File: config.mk
export PLATFORM = sky130hd
export DESIGN_NAME = point_cloud_box_remover
export DESIGN_NICKNAME = d
export VERILOG_FILES = /design/src/hw/rtl/pcbr_pkg.sv /design/src/hw/rtl/pcbr_front.sv /design/src/hw/rtl/pcbr_queue.sv /design/src/hw/rtl/pcbr_back.sv /design/src/hw/rtl/point_cloud_box_remover.sv
export SDC_FILE = /design/constraint.sdc
export NUM_CORES = 2
export LEC_CHECK = 0
export ABC_AREA = 1
export BUFFER_PORTS_ARGS = -buffer_cell sky130_fd_sc_hd__buf_2
export CAP_MARGIN = 20
export CORE_AREA = 3 3 464 466
export CTS_CLUSTER_SIZE = 12
export DETAILED_ROUTE_END_ITERATION = 10
export DIE_AREA = 0 0 467 469
export PLACE_DENSITY = 0.71
export SLEW_MARGIN = 20
export SYNTH_ARGS = -nofsm -noshare
export SYNTH_HDL_FRONTEND = slang
export SYNTH_HIERARCHICAL = 1
export SYNTH_SLANG_ARGS = --single-unit
File: constraint.sdc
create_clock -name i_clk -period 51.1 [get_ports i_clk]
set_input_delay 5.11 -clock i_clk [delete_from_list [all_inputs] [get_ports i_clk]]
set_output_delay 5.11 -clock i_clk [all_outputs]
set_load 0.05 [all_outputs]
File: src/hw/rtl/pcbr_pkg.sv
`timescale 1ns / 1ps
// pcbr_pkg: shared constants and types of the point cloud box remover
// no dependencies

package pcbr_pkg;

    localparam int COORD_BITS    = 32;
    localparam int FRACTION_BITS = 16;
    localparam int PAD_BITS      = 20;
    localparam int QUEUE_DEPTH   = 4;
    localparam int SENTINEL_M    = 9999;

    localparam logic [PAD_BITS-1:0] PAD_RESET = 20'd328;

    localparam logic OP_OBJECT = 1'b0;
    localparam logic OP_SCENE  = 1'b1;

    typedef struct packed {
        logic first;
        logic changed;
        logic ok;
        logic last;
    } t_scene_ctrl;

    localparam int SCENE_CTRL_W = $bits(t_scene_ctrl);

endpackage

File: src/hw/rtl/pcbr_front.sv
`timescale 1ns / 1ps
// pcbr_front: accepts points, tracks the object box, opens scenes and pads the box
// depends on pcbr_pkg

module pcbr_front #(
    parameter int COORD_BITS    = pcbr_pkg::COORD_BITS,
    parameter int FRACTION_BITS = pcbr_pkg::FRACTION_BITS
) (
    input  logic                               i_clk,
    input  logic                               i_rst_n,
    input  logic                               i_cfg_wr_en,
    input  logic [pcbr_pkg::PAD_BITS-1:0]      i_cfg_wr_data,
    input  logic                               i_valid,
    output logic                               o_ready,
    input  logic [3*COORD_BITS-1:0]            i_coords,
    input  logic                               i_opcode,
    input  logic                               i_ok,
    input  logic                               i_last,
    input  logic                               i_full,
    output logic                               o_push,
    output logic [3*COORD_BITS-1:0]            o_coords,
    output logic [6*COORD_BITS-1:0]            o_box,
    output pcbr_pkg::t_scene_ctrl              o_ctrl
);
    import pcbr_pkg::*;

    localparam int EXT = ((COORD_BITS > PAD_BITS) ? COORD_BITS : PAD_BITS) + 1;
    localparam logic signed [COORD_BITS-1:0] CMAX = {1'b0, {(COORD_BITS-1){1'b1}}};
    localparam logic signed [COORD_BITS-1:0] CMIN = {1'b1, {(COORD_BITS-1){1'b0}}};
    localparam logic signed [COORD_BITS-1:0] SENT =
        (COORD_BITS >= FRACTION_BITS + 15) ?
        COORD_BITS'(64'(SENTINEL_M) << FRACTION_BITS) : CMAX;
    localparam logic signed [COORD_BITS-1:0] SENT_NEG = -SENT;
    localparam logic signed [EXT-1:0] CMAX_X = {{(EXT-COORD_BITS){1'b0}}, CMAX};
    localparam logic signed [EXT-1:0] CMIN_X = {{(EXT-COORD_BITS){1'b1}}, CMIN};

    logic signed [COORD_BITS-1:0] r_run_min [3];
    logic signed [COORD_BITS-1:0] r_run_max [3];
    logic signed [COORD_BITS-1:0] n_run_min [3];
    logic signed [COORD_BITS-1:0] n_run_max [3];
    logic signed [COORD_BITS-1:0] r_commit  [6];
    logic signed [COORD_BITS-1:0] r_prev    [6];
    logic signed [COORD_BITS-1:0] pad_box   [6];
    logic signed [COORD_BITS-1:0] c         [3];
    logic signed [EXT-1:0]        lo_x      [3];
    logic signed [EXT-1:0]        hi_x      [3];
    logic signed [EXT-1:0]        pad_x;
    logic [PAD_BITS-1:0]          r_pad;
    logic                         r_scene_active;
    logic                         accept;
    logic                         obj_acc;
    logic                         scn_acc;
    logic                         box_diff;

    assign o_ready = !i_full;
    assign accept  = i_valid && o_ready;
    assign obj_acc = accept && (i_opcode == OP_OBJECT);
    assign scn_acc = accept && (i_opcode == OP_SCENE);
    assign pad_x   = {{(EXT-PAD_BITS){1'b0}}, r_pad};

    always_comb begin
        box_diff = 1'b0;
        for (int k = 0; k < 6; k++) begin
            if (r_commit[k] != r_prev[k]) begin
                box_diff = 1'b1;
            end
        end
        for (int a = 0; a < 3; a++) begin
            c[a] = i_coords[a*COORD_BITS +: COORD_BITS];
            n_run_min[a] = (i_ok && (c[a] < r_run_min[a])) ? c[a] : r_run_min[a];
            n_run_max[a] = (i_ok && (c[a] > r_run_max[a])) ? c[a] : r_run_max[a];
            lo_x[a] = {{(EXT-COORD_BITS){r_commit[2*a][COORD_BITS-1]}}, r_commit[2*a]}
                      - pad_x;
            hi_x[a] = {{(EXT-COORD_BITS){r_commit[2*a+1][COORD_BITS-1]}}, r_commit[2*a+1]}
                      + pad_x;
            pad_box[2*a]   = (lo_x[a] < CMIN_X) ? CMIN : lo_x[a][COORD_BITS-1:0];
            pad_box[2*a+1] = (hi_x[a] > CMAX_X) ? CMAX : hi_x[a][COORD_BITS-1:0];
        end
        for (int k = 0; k < 6; k++) begin
            o_box[k*COORD_BITS +: COORD_BITS] = pad_box[k];
        end
    end

    assign o_push          = scn_acc;
    assign o_coords        = i_coords;
    assign o_ctrl.first    = !r_scene_active;
    assign o_ctrl.changed  = !r_scene_active && box_diff;
    assign o_ctrl.ok       = i_ok;
    assign o_ctrl.last     = i_last;

    always_ff @(posedge i_clk) begin
        if (!i_rst_n) begin
            for (int a = 0; a < 3; a++) begin
                r_run_min[a] <= SENT;
                r_run_max[a] <= SENT_NEG;
            end
            for (int k = 0; k < 6; k++) begin
                r_commit[k] <= '0;
                r_prev[k]   <= '0;
            end
            r_scene_active <= 1'b0;
            r_pad          <= PAD_RESET;
        end else begin
            if (i_cfg_wr_en) begin
                r_pad <= i_cfg_wr_data;
            end
            if (obj_acc) begin
                if (i_last) begin
                    for (int a = 0; a < 3; a++) begin
                        r_commit[2*a]   <= n_run_min[a];
                        r_commit[2*a+1] <= n_run_max[a];
                        r_run_min[a]    <= SENT;
                        r_run_max[a]    <= SENT_NEG;
                    end
                end else begin
                    for (int a = 0; a < 3; a++) begin
                        r_run_min[a] <= n_run_min[a];
                        r_run_max[a] <= n_run_max[a];
                    end
                end
            end
            if (scn_acc) begin
                if (!r_scene_active) begin
                    for (int k = 0; k < 6; k++) begin
                        r_prev[k] <= r_commit[k];
                    end
                end
                r_scene_active <= !i_last;
            end
        end
    end

    // object cloud end restarts the running bounds
    a_run_restart: assert property (@(posedge i_clk) disable iff (!i_rst_n)
        (obj_acc && i_last) |=> (r_run_min[0] == SENT && r_run_max[2] == SENT_NEG))
        else $error("running bounds not restarted after commit");

    // first scene point copies committed box into previous box
    a_prev_copy: assert property (@(posedge i_clk) disable iff (!i_rst_n)
        (scn_acc && !r_scene_active) |=> (r_prev[1] == $past(r_commit[1])))
        else $error("previous box not updated at scene start");

endmodule

File: src/hw/rtl/pcbr_queue.sv
`timescale 1ns / 1ps
// pcbr_queue: small register queue between front and back
// depends on pcbr_pkg

module pcbr_queue #(
    parameter int WIDTH = 8,
    parameter int DEPTH = pcbr_pkg::QUEUE_DEPTH
) (
    input  logic             i_clk,
    input  logic             i_rst_n,
    input  logic             i_push,
    input  logic [WIDTH-1:0] i_data,
    output logic             o_full,
    output logic             o_valid,
    input  logic             i_pop,
    output logic [WIDTH-1:0] o_data
);
    import pcbr_pkg::*;

    localparam int PTR_W   = (DEPTH > 1) ? $clog2(DEPTH) : 1;
    localparam int COUNT_W = $clog2(DEPTH + 1);
    localparam logic [PTR_W-1:0]   PTR_LAST = PTR_W'(DEPTH - 1);
    localparam logic [COUNT_W-1:0] COUNT_FULL = COUNT_W'(DEPTH);

    logic [WIDTH-1:0]   r_mem [DEPTH];
    logic [PTR_W-1:0]   r_wr;
    logic [PTR_W-1:0]   r_rd;
    logic [COUNT_W-1:0] r_count;

    assign o_full  = (r_count == COUNT_FULL);
    assign o_valid = (r_count != '0);
    assign o_data  = r_mem[r_rd];

    always_ff @(posedge i_clk) begin
        if (i_push) begin
            r_mem[r_wr] <= i_data;
        end
    end

    always_ff @(posedge i_clk) begin
        if (!i_rst_n) begin
            r_wr    <= '0;
            r_rd    <= '0;
            r_count <= '0;
        end else begin
            if (i_push) begin
                r_wr <= (r_wr == PTR_LAST) ? '0 : r_wr + 1'b1;
            end
            if (i_pop) begin
                r_rd <= (r_rd == PTR_LAST) ? '0 : r_rd + 1'b1;
            end
            if (i_push && !i_pop) begin
                r_count <= r_count + 1'b1;
            end else if (!i_push && i_pop) begin
                r_count <= r_count - 1'b1;
            end
        end
    end

    a_no_overflow: assert property (@(posedge i_clk) disable iff (!i_rst_n)
        (i_push && !i_pop) |-> !o_full)
        else $error("request pushed into full queue");

    a_no_underflow: assert property (@(posedge i_clk) disable iff (!i_rst_n)
        i_pop |-> o_valid)
        else $error("pop from empty queue");

endmodule

File: src/hw/rtl/pcbr_back.sv
`timescale 1ns / 1ps
// pcbr_back: latches the scene box, tests scene points against it, output register
// depends on pcbr_pkg

module pcbr_back #(
    parameter int COORD_BITS = pcbr_pkg::COORD_BITS
) (
    input  logic                     i_clk,
    input  logic                     i_rst_n,
    input  logic                     i_valid,
    output logic                     o_pop,
    input  logic [3*COORD_BITS-1:0]  i_coords,
    input  logic [6*COORD_BITS-1:0]  i_box,
    input  pcbr_pkg::t_scene_ctrl    i_ctrl,
    output logic                     o_valid,
    input  logic                     i_ready,
    output logic [3*COORD_BITS-1:0]  o_coords,
    output logic                     o_ok,
    output logic                     o_removed,
    output logic                     o_changed,
    output logic                     o_last
);
    import pcbr_pkg::*;

    logic signed [COORD_BITS-1:0] r_box [6];
    logic signed [COORD_BITS-1:0] sel_box [6];
    logic signed [COORD_BITS-1:0] c [3];
    logic [3*COORD_BITS-1:0]      r_coords;
    logic                         r_valid;
    logic                         r_ok;
    logic                         r_removed;
    logic                         r_changed;
    logic                         r_last;
    logic                         in_box;

    assign o_pop = i_valid && (!r_valid || i_ready);

    always_comb begin
        in_box = i_ctrl.ok;
        for (int k = 0; k < 6; k++) begin
            sel_box[k] = i_ctrl.first ? i_box[k*COORD_BITS +: COORD_BITS] : r_box[k];
        end
        for (int a = 0; a < 3; a++) begin
            c[a] = i_coords[a*COORD_BITS +: COORD_BITS];
            if ((c[a] < sel_box[2*a]) || (c[a] > sel_box[2*a+1])) begin
                in_box = 1'b0;
            end
        end
    end

    always_ff @(posedge i_clk) begin
        if (o_pop) begin
            if (i_ctrl.first) begin
                for (int k = 0; k < 6; k++) begin
                    r_box[k] <= sel_box[k];
                end
            end
            r_coords  <= i_coords;
            r_ok      <= i_ctrl.ok && !in_box;
            r_removed <= in_box;
            r_changed <= i_ctrl.changed;
            r_last    <= i_ctrl.last;
        end
    end

    always_ff @(posedge i_clk) begin
        if (!i_rst_n) begin
            r_valid <= 1'b0;
        end else if (o_pop) begin
            r_valid <= 1'b1;
        end else if (i_ready) begin
            r_valid <= 1'b0;
        end
    end

    assign o_valid   = r_valid;
    assign o_coords  = r_coords;
    assign o_ok      = r_ok;
    assign o_removed = r_removed;
    assign o_changed = r_changed;
    assign o_last    = r_last;

    a_removed_not_ok: assert property (@(posedge i_clk) disable iff (!i_rst_n)
        r_valid |-> !(r_ok && r_removed))
        else $error("removed point still marked valid");

    a_hold_on_stall: assert property (@(posedge i_clk) disable iff (!i_rst_n)
        (r_valid && !i_ready) |-> !o_pop)
        else $error("queue popped while output stalled");

endmodule

File: src/hw/rtl/point_cloud_box_remover.sv
`timescale 1ns / 1ps
// point_cloud_box_remover: top level, crop-box remover on a shared point stream
// depends on pcbr_pkg, pcbr_front, pcbr_queue, pcbr_back
//
// channel   dir  handshake                      content
// s_axis    in   s_axis_tvalid/s_axis_tready    tdata x,y,z; tuser opcode,point_ok; tlast
// m_axis    out  m_axis_tvalid/m_axis_tready    tdata x,y,z; tuser ok,removed,changed; tlast
// cfg       in   i_cfg_wr_en                    box padding, Q.FRACTION_BITS metres
//
// one point per cycle while the queue has room; scene points go via queue and output register
// object points give no result and only update the box registers in the front
// front and back are parted by a four-entry queue; s_axis_tready drops only when it is full
// synchronous active-low reset; no clearing pass, box registers reset at once

module point_cloud_box_remover #(
    parameter int COORD_BITS    = pcbr_pkg::COORD_BITS,
    parameter int FRACTION_BITS = pcbr_pkg::FRACTION_BITS,
    parameter int QUEUE_DEPTH   = pcbr_pkg::QUEUE_DEPTH
) (
    input  logic                                   i_clk,
    input  logic                                   i_rst_n,
    input  logic                                   s_axis_tvalid,
    output logic                                   s_axis_tready,
    // coord_x, coord_y, coord_z, zero fill
    input  logic [((3*COORD_BITS+7)/8)*8-1:0]      s_axis_tdata,
    // opcode, point_ok
    input  logic [1:0]                             s_axis_tuser,
    input  logic                                   s_axis_tlast,
    output logic                                   m_axis_tvalid,
    input  logic                                   m_axis_tready,
    // out_x, out_y, out_z, zero fill
    output logic [((3*COORD_BITS+7)/8)*8-1:0]      m_axis_tdata,
    // out_ok, removed, box_changed
    output logic [2:0]                             m_axis_tuser,
    output logic                                   m_axis_tlast,
    input  logic                                   i_cfg_wr_en,
    input  logic [pcbr_pkg::PAD_BITS-1:0]          i_cfg_wr_data
);
    import pcbr_pkg::*;

    localparam int TDATA_W = ((3*COORD_BITS+7)/8)*8;
    localparam int QW      = 9*COORD_BITS + SCENE_CTRL_W;

    logic                    fe_push;
    logic [3*COORD_BITS-1:0] fe_coords;
    logic [6*COORD_BITS-1:0] fe_box;
    t_scene_ctrl             fe_ctrl;
    logic                    q_full;
    logic                    q_valid;
    logic                    q_pop;
    logic [QW-1:0]           q_data;
    t_scene_ctrl             be_ctrl;
    logic [3*COORD_BITS-1:0] be_coords;
    logic                    be_ok;
    logic                    be_removed;
    logic                    be_changed;

    pcbr_front #(
        .COORD_BITS    (COORD_BITS),
        .FRACTION_BITS (FRACTION_BITS)
    ) u_front (
        .i_clk         (i_clk),
        .i_rst_n       (i_rst_n),
        .i_cfg_wr_en   (i_cfg_wr_en),
        .i_cfg_wr_data (i_cfg_wr_data),
        .i_valid       (s_axis_tvalid),
        .o_ready       (s_axis_tready),
        .i_coords      (s_axis_tdata[3*COORD_BITS-1:0]),
        .i_opcode      (s_axis_tuser[0]),
        .i_ok          (s_axis_tuser[1]),
        .i_last        (s_axis_tlast),
        .i_full        (q_full),
        .o_push        (fe_push),
        .o_coords      (fe_coords),
        .o_box         (fe_box),
        .o_ctrl        (fe_ctrl)
    );

    pcbr_queue #(
        .WIDTH (QW),
        .DEPTH (QUEUE_DEPTH)
    ) u_queue (
        .i_clk   (i_clk),
        .i_rst_n (i_rst_n),
        .i_push  (fe_push),
        .i_data  ({fe_box, fe_coords, fe_ctrl}),
        .o_full  (q_full),
        .o_valid (q_valid),
        .i_pop   (q_pop),
        .o_data  (q_data)
    );

    assign be_ctrl = t_scene_ctrl'(q_data[SCENE_CTRL_W-1:0]);

    pcbr_back #(
        .COORD_BITS (COORD_BITS)
    ) u_back (
        .i_clk     (i_clk),
        .i_rst_n   (i_rst_n),
        .i_valid   (q_valid),
        .o_pop     (q_pop),
        .i_coords  (q_data[SCENE_CTRL_W +: 3*COORD_BITS]),
        .i_box     (q_data[SCENE_CTRL_W + 3*COORD_BITS +: 6*COORD_BITS]),
        .i_ctrl    (be_ctrl),
        .o_valid   (m_axis_tvalid),
        .i_ready   (m_axis_tready),
        .o_coords  (be_coords),
        .o_ok      (be_ok),
        .o_removed (be_removed),
        .o_changed (be_changed),
        .o_last    (m_axis_tlast)
    );

    assign m_axis_tdata = TDATA_W'(be_coords);
    assign m_axis_tuser = {be_changed, be_removed, be_ok};

endmodule
==> reports/qor.csv <==
metric,value,unit
WS Path Type,primary input to flip-flop,
clock slew at reported path FFs,60,ps
RSZ-0062 raised after global routing,false,
Worst Tran Pin Value,1168,ps
maximum fanout along the worst path,95,
vias in the first global route,71025,
die span in y,469,µm
Worst EP arrival,8660,ps
"most common cell after layout, fill and taps aside",edfxtp_1,
sequential fraction of the synthesis area,0.5963,
"commonest non-fill, non-tap cells in the layout","edfxtp_1 (2036), nand2_1 (1638), nor2_1 (1490)",
Syn Nets,10787,
final hold violations,0,
vias,75867,
CP endpoint kind,flip-flop,
setup bufs post-CTS,0,
Die ar.,219000,µm²
Overflow after GRT,0,
Max-slew headroom,0.2213,
share of cells above drive strength 1,0.08631,
Core Area,211700,µm²
nets@finish,10825,
initial antenna violation count,23,
Yosys top cell area share,0.5903,
GRT Total Usage,0.2775,
startpoint types,primary input,
1st-iter DRT viols,8881,
crit-path cells,buf_2 -> inv_1 -> nor3_1 -> buf_4 -> nand2_1 -> inv_8 -> buf_4 -> buf_4 -> buf_4,
Root Buffer,clkbuf_16,
Syn Inst Count,10152,
HPWL after DPL,215900,µm
CTS buffer count,212,
post-CTS sizing,0,
"area leader, netlist",edfxtp_1,
worst reg2reg setup slack,44200,ps
ANT nets after route,0,
Final Cycle Share,0.1601,
fmax,122.2,MHz
Critical Path Max Stage Delay,750,ps
Yosys Warn Count,6,
Area Growth Syn to Fin,9.016,%
Area contributors post-synth,"edfxtp_1 (59%), ha_1 (6.1%), nand2_1 (5.9%)",
Syn Area/Cell,10.20,µm²
Mapped Area,103600,µm²
TNS Setup,0,ps
Clock Skew,71.28,ps
pins over their slew limit,0,
fill count,18244,
ys async rst share,0,
GPL Wtd Cong,1.003,
Crit-path slowest cell,buf_4,
Clock Sinks,2067,
Core Rows,169,
number of I/O port buffers,225,
most frequent CP cell,buf_4,
Synth cell types,53,
Final Setup Violations,0,
Top Ports,226,
die width,467,µm
first-pass GRT wire length,455100,µm
"Req. time, crit path",51570,ps
Seq cells post-synth,2067,
WL/cell,23.71,µm
clk_lat worst skew,890,ps
Main synth FF type,edfxtp_1,
CTS H-tree lvls,4,
DRT Pass-1 Iters,6,
pwr dens,51.09,nW/µm²
Max IR drop VDD,0.07291,mV
largest net degree at the start of global routing,238,
Hold Path Class,flip-flop to flip-flop,
MaxCap Viol Count,0,
hold-fix buffer count after cts,0,
leakage,45.21,nW
Post-Route WL,312100,µm
Layout Utilization,0.5334,
initial core utilization,0.4893,
drt via density,5.763,
DR DRC count,0,
Clock Path Buffers,3,
CTS tree,built,
Final min period,8182,ps
number of synthesized flops with an enable pin,2036,
status,finished clean,
-- registers in the layout, indices dropped and copies added (netlist names), named ones only --
signal,flops
u_front/r_prev,192
u_back/o_valid,1
u_back/o_ok,1
u_front/r_scene_active,1
u_queue/r_mem,1168
u_back/o_coords,96
u_front/r_run_max,96
u_back/r_box,192
u_back/o_removed,1
u_back/o_changed,1
u_queue/r_rd,2
u_front/r_commit,192
u_front/r_pad,20
u_queue/r_wr,2
u_front/r_run_min,96
u_back/o_last,1
u_queue/r_count,3
-- kinds of logic (layout without fill, tap and decap cells) --
| kind of cell | Yosys count | count (layout) | synth area share |
|---|---|---|---|
| AND/OR/NAND/NOR | 4007 | 4007 | 0.1646 |
| flip-flops | 2067 | 2067 | 0.5963 |
| buffers and inverters | 1693 | 1876 | 0.07203 |
| AO/OA/AOI/OAI | 1666 | 1666 | 0.08716 |
| adder cells (fa/ha/maj) | 511 | 511 | 0.06224 |
| XOR/XNOR | 208 | 208 | 0.01759 |
| other | 0 | 9 | 0 |
-- Yosys cell counts, drive strengths merged (7+ instances only) --
master,count
a21boi,15
ha,504
edfxtp,2036
nor4,36
buf,242
dfxtp,31
nand2,1667
nor2,1502
fa,7
a21o,15
nand3b,34
inv,1201
nand3,222
nand4,261
o21ai,926
xor2,39
or2,225
a31oi,13
a21oi,331
o22ai,293
o211ai,16
xnor2,169
nor3,48
o2111ai,26
clkbuf,249
o21a,14
-- per-layer routing --
metal | wire length [µm] | vias up | track usage
li1 | - | 34775 | -
met1 | 129000 | 36954 | 0.3901
met3 | 30360 | 491 | 0.05213
met4 | 11320 | 22 | 0.09789
met5 | 134 | - | 0
met2 | 141300 | 3625 | 0.4320
-- final timing paths --
path	startpoint	to	cells past startpoint
worst max-delay path	s_axis_tvalid	u_queue/r_mem[1][86]$_DFFE_PP_	9
worst max register to register	flip-flop	u_back/o_ok$_DFFE_PP_	22
worst min-delay path	u_back/o_valid$_SDFFE_PN0P_	u_back/o_valid$_SDFFE_PN0P_	2
worst min register to register	u_back/o_valid$_SDFFE_PN0P_	u_back/o_valid$_SDFFE_PN0P_	2
-- cell type report --
type	instances	area, µm²	share of cell area
sequential	2067	61770	0.5471
multi-input combinational	6392	34440	0.3050
antenna	9	22.52	0.0001995
tap	2821	3530	0.03126
clock inverter	83	894.6	0.007924
clock buffer	276	5710	0.05058
inverter	1202	4583	0.04059
timing repair buffer	315	1954	0.01731
-- critical path, delay by kind of cell --
kind | cells | cell delay (ps)
simple gates | 2 | 350
buf+inv | 7 | 2930
-- where the power goes --
part	switching, mW	total [mW]	internal, mW
Combinational	1.42	1.97	0.552
Clock	0.652	1.49	0.839
Sequential	0.0943	2.31	2.22
-- per-stage QoR --
step | area (µm²) | power [mW] | hold slack [ps] | setup WS, ps | instances
global placement | 106300 | 4.204 | 480.5 | 42020 | 12796
detailed placement | 106300 | 4.279 | 492.8 | 42010 | 12797
global route | 112900 | 6.066 | 528.0 | 42740 | 13158
floorplan | 103600 | 3.695 | 489.7 | 30880 | 10152
finish | 112900 | 5.769 | 498.9 | 42920 | 13165
CTS | 112900 | 5.773 | 502.5 | 42950 | 13156
Note: power is estimated with default switching activity, not from simulation.
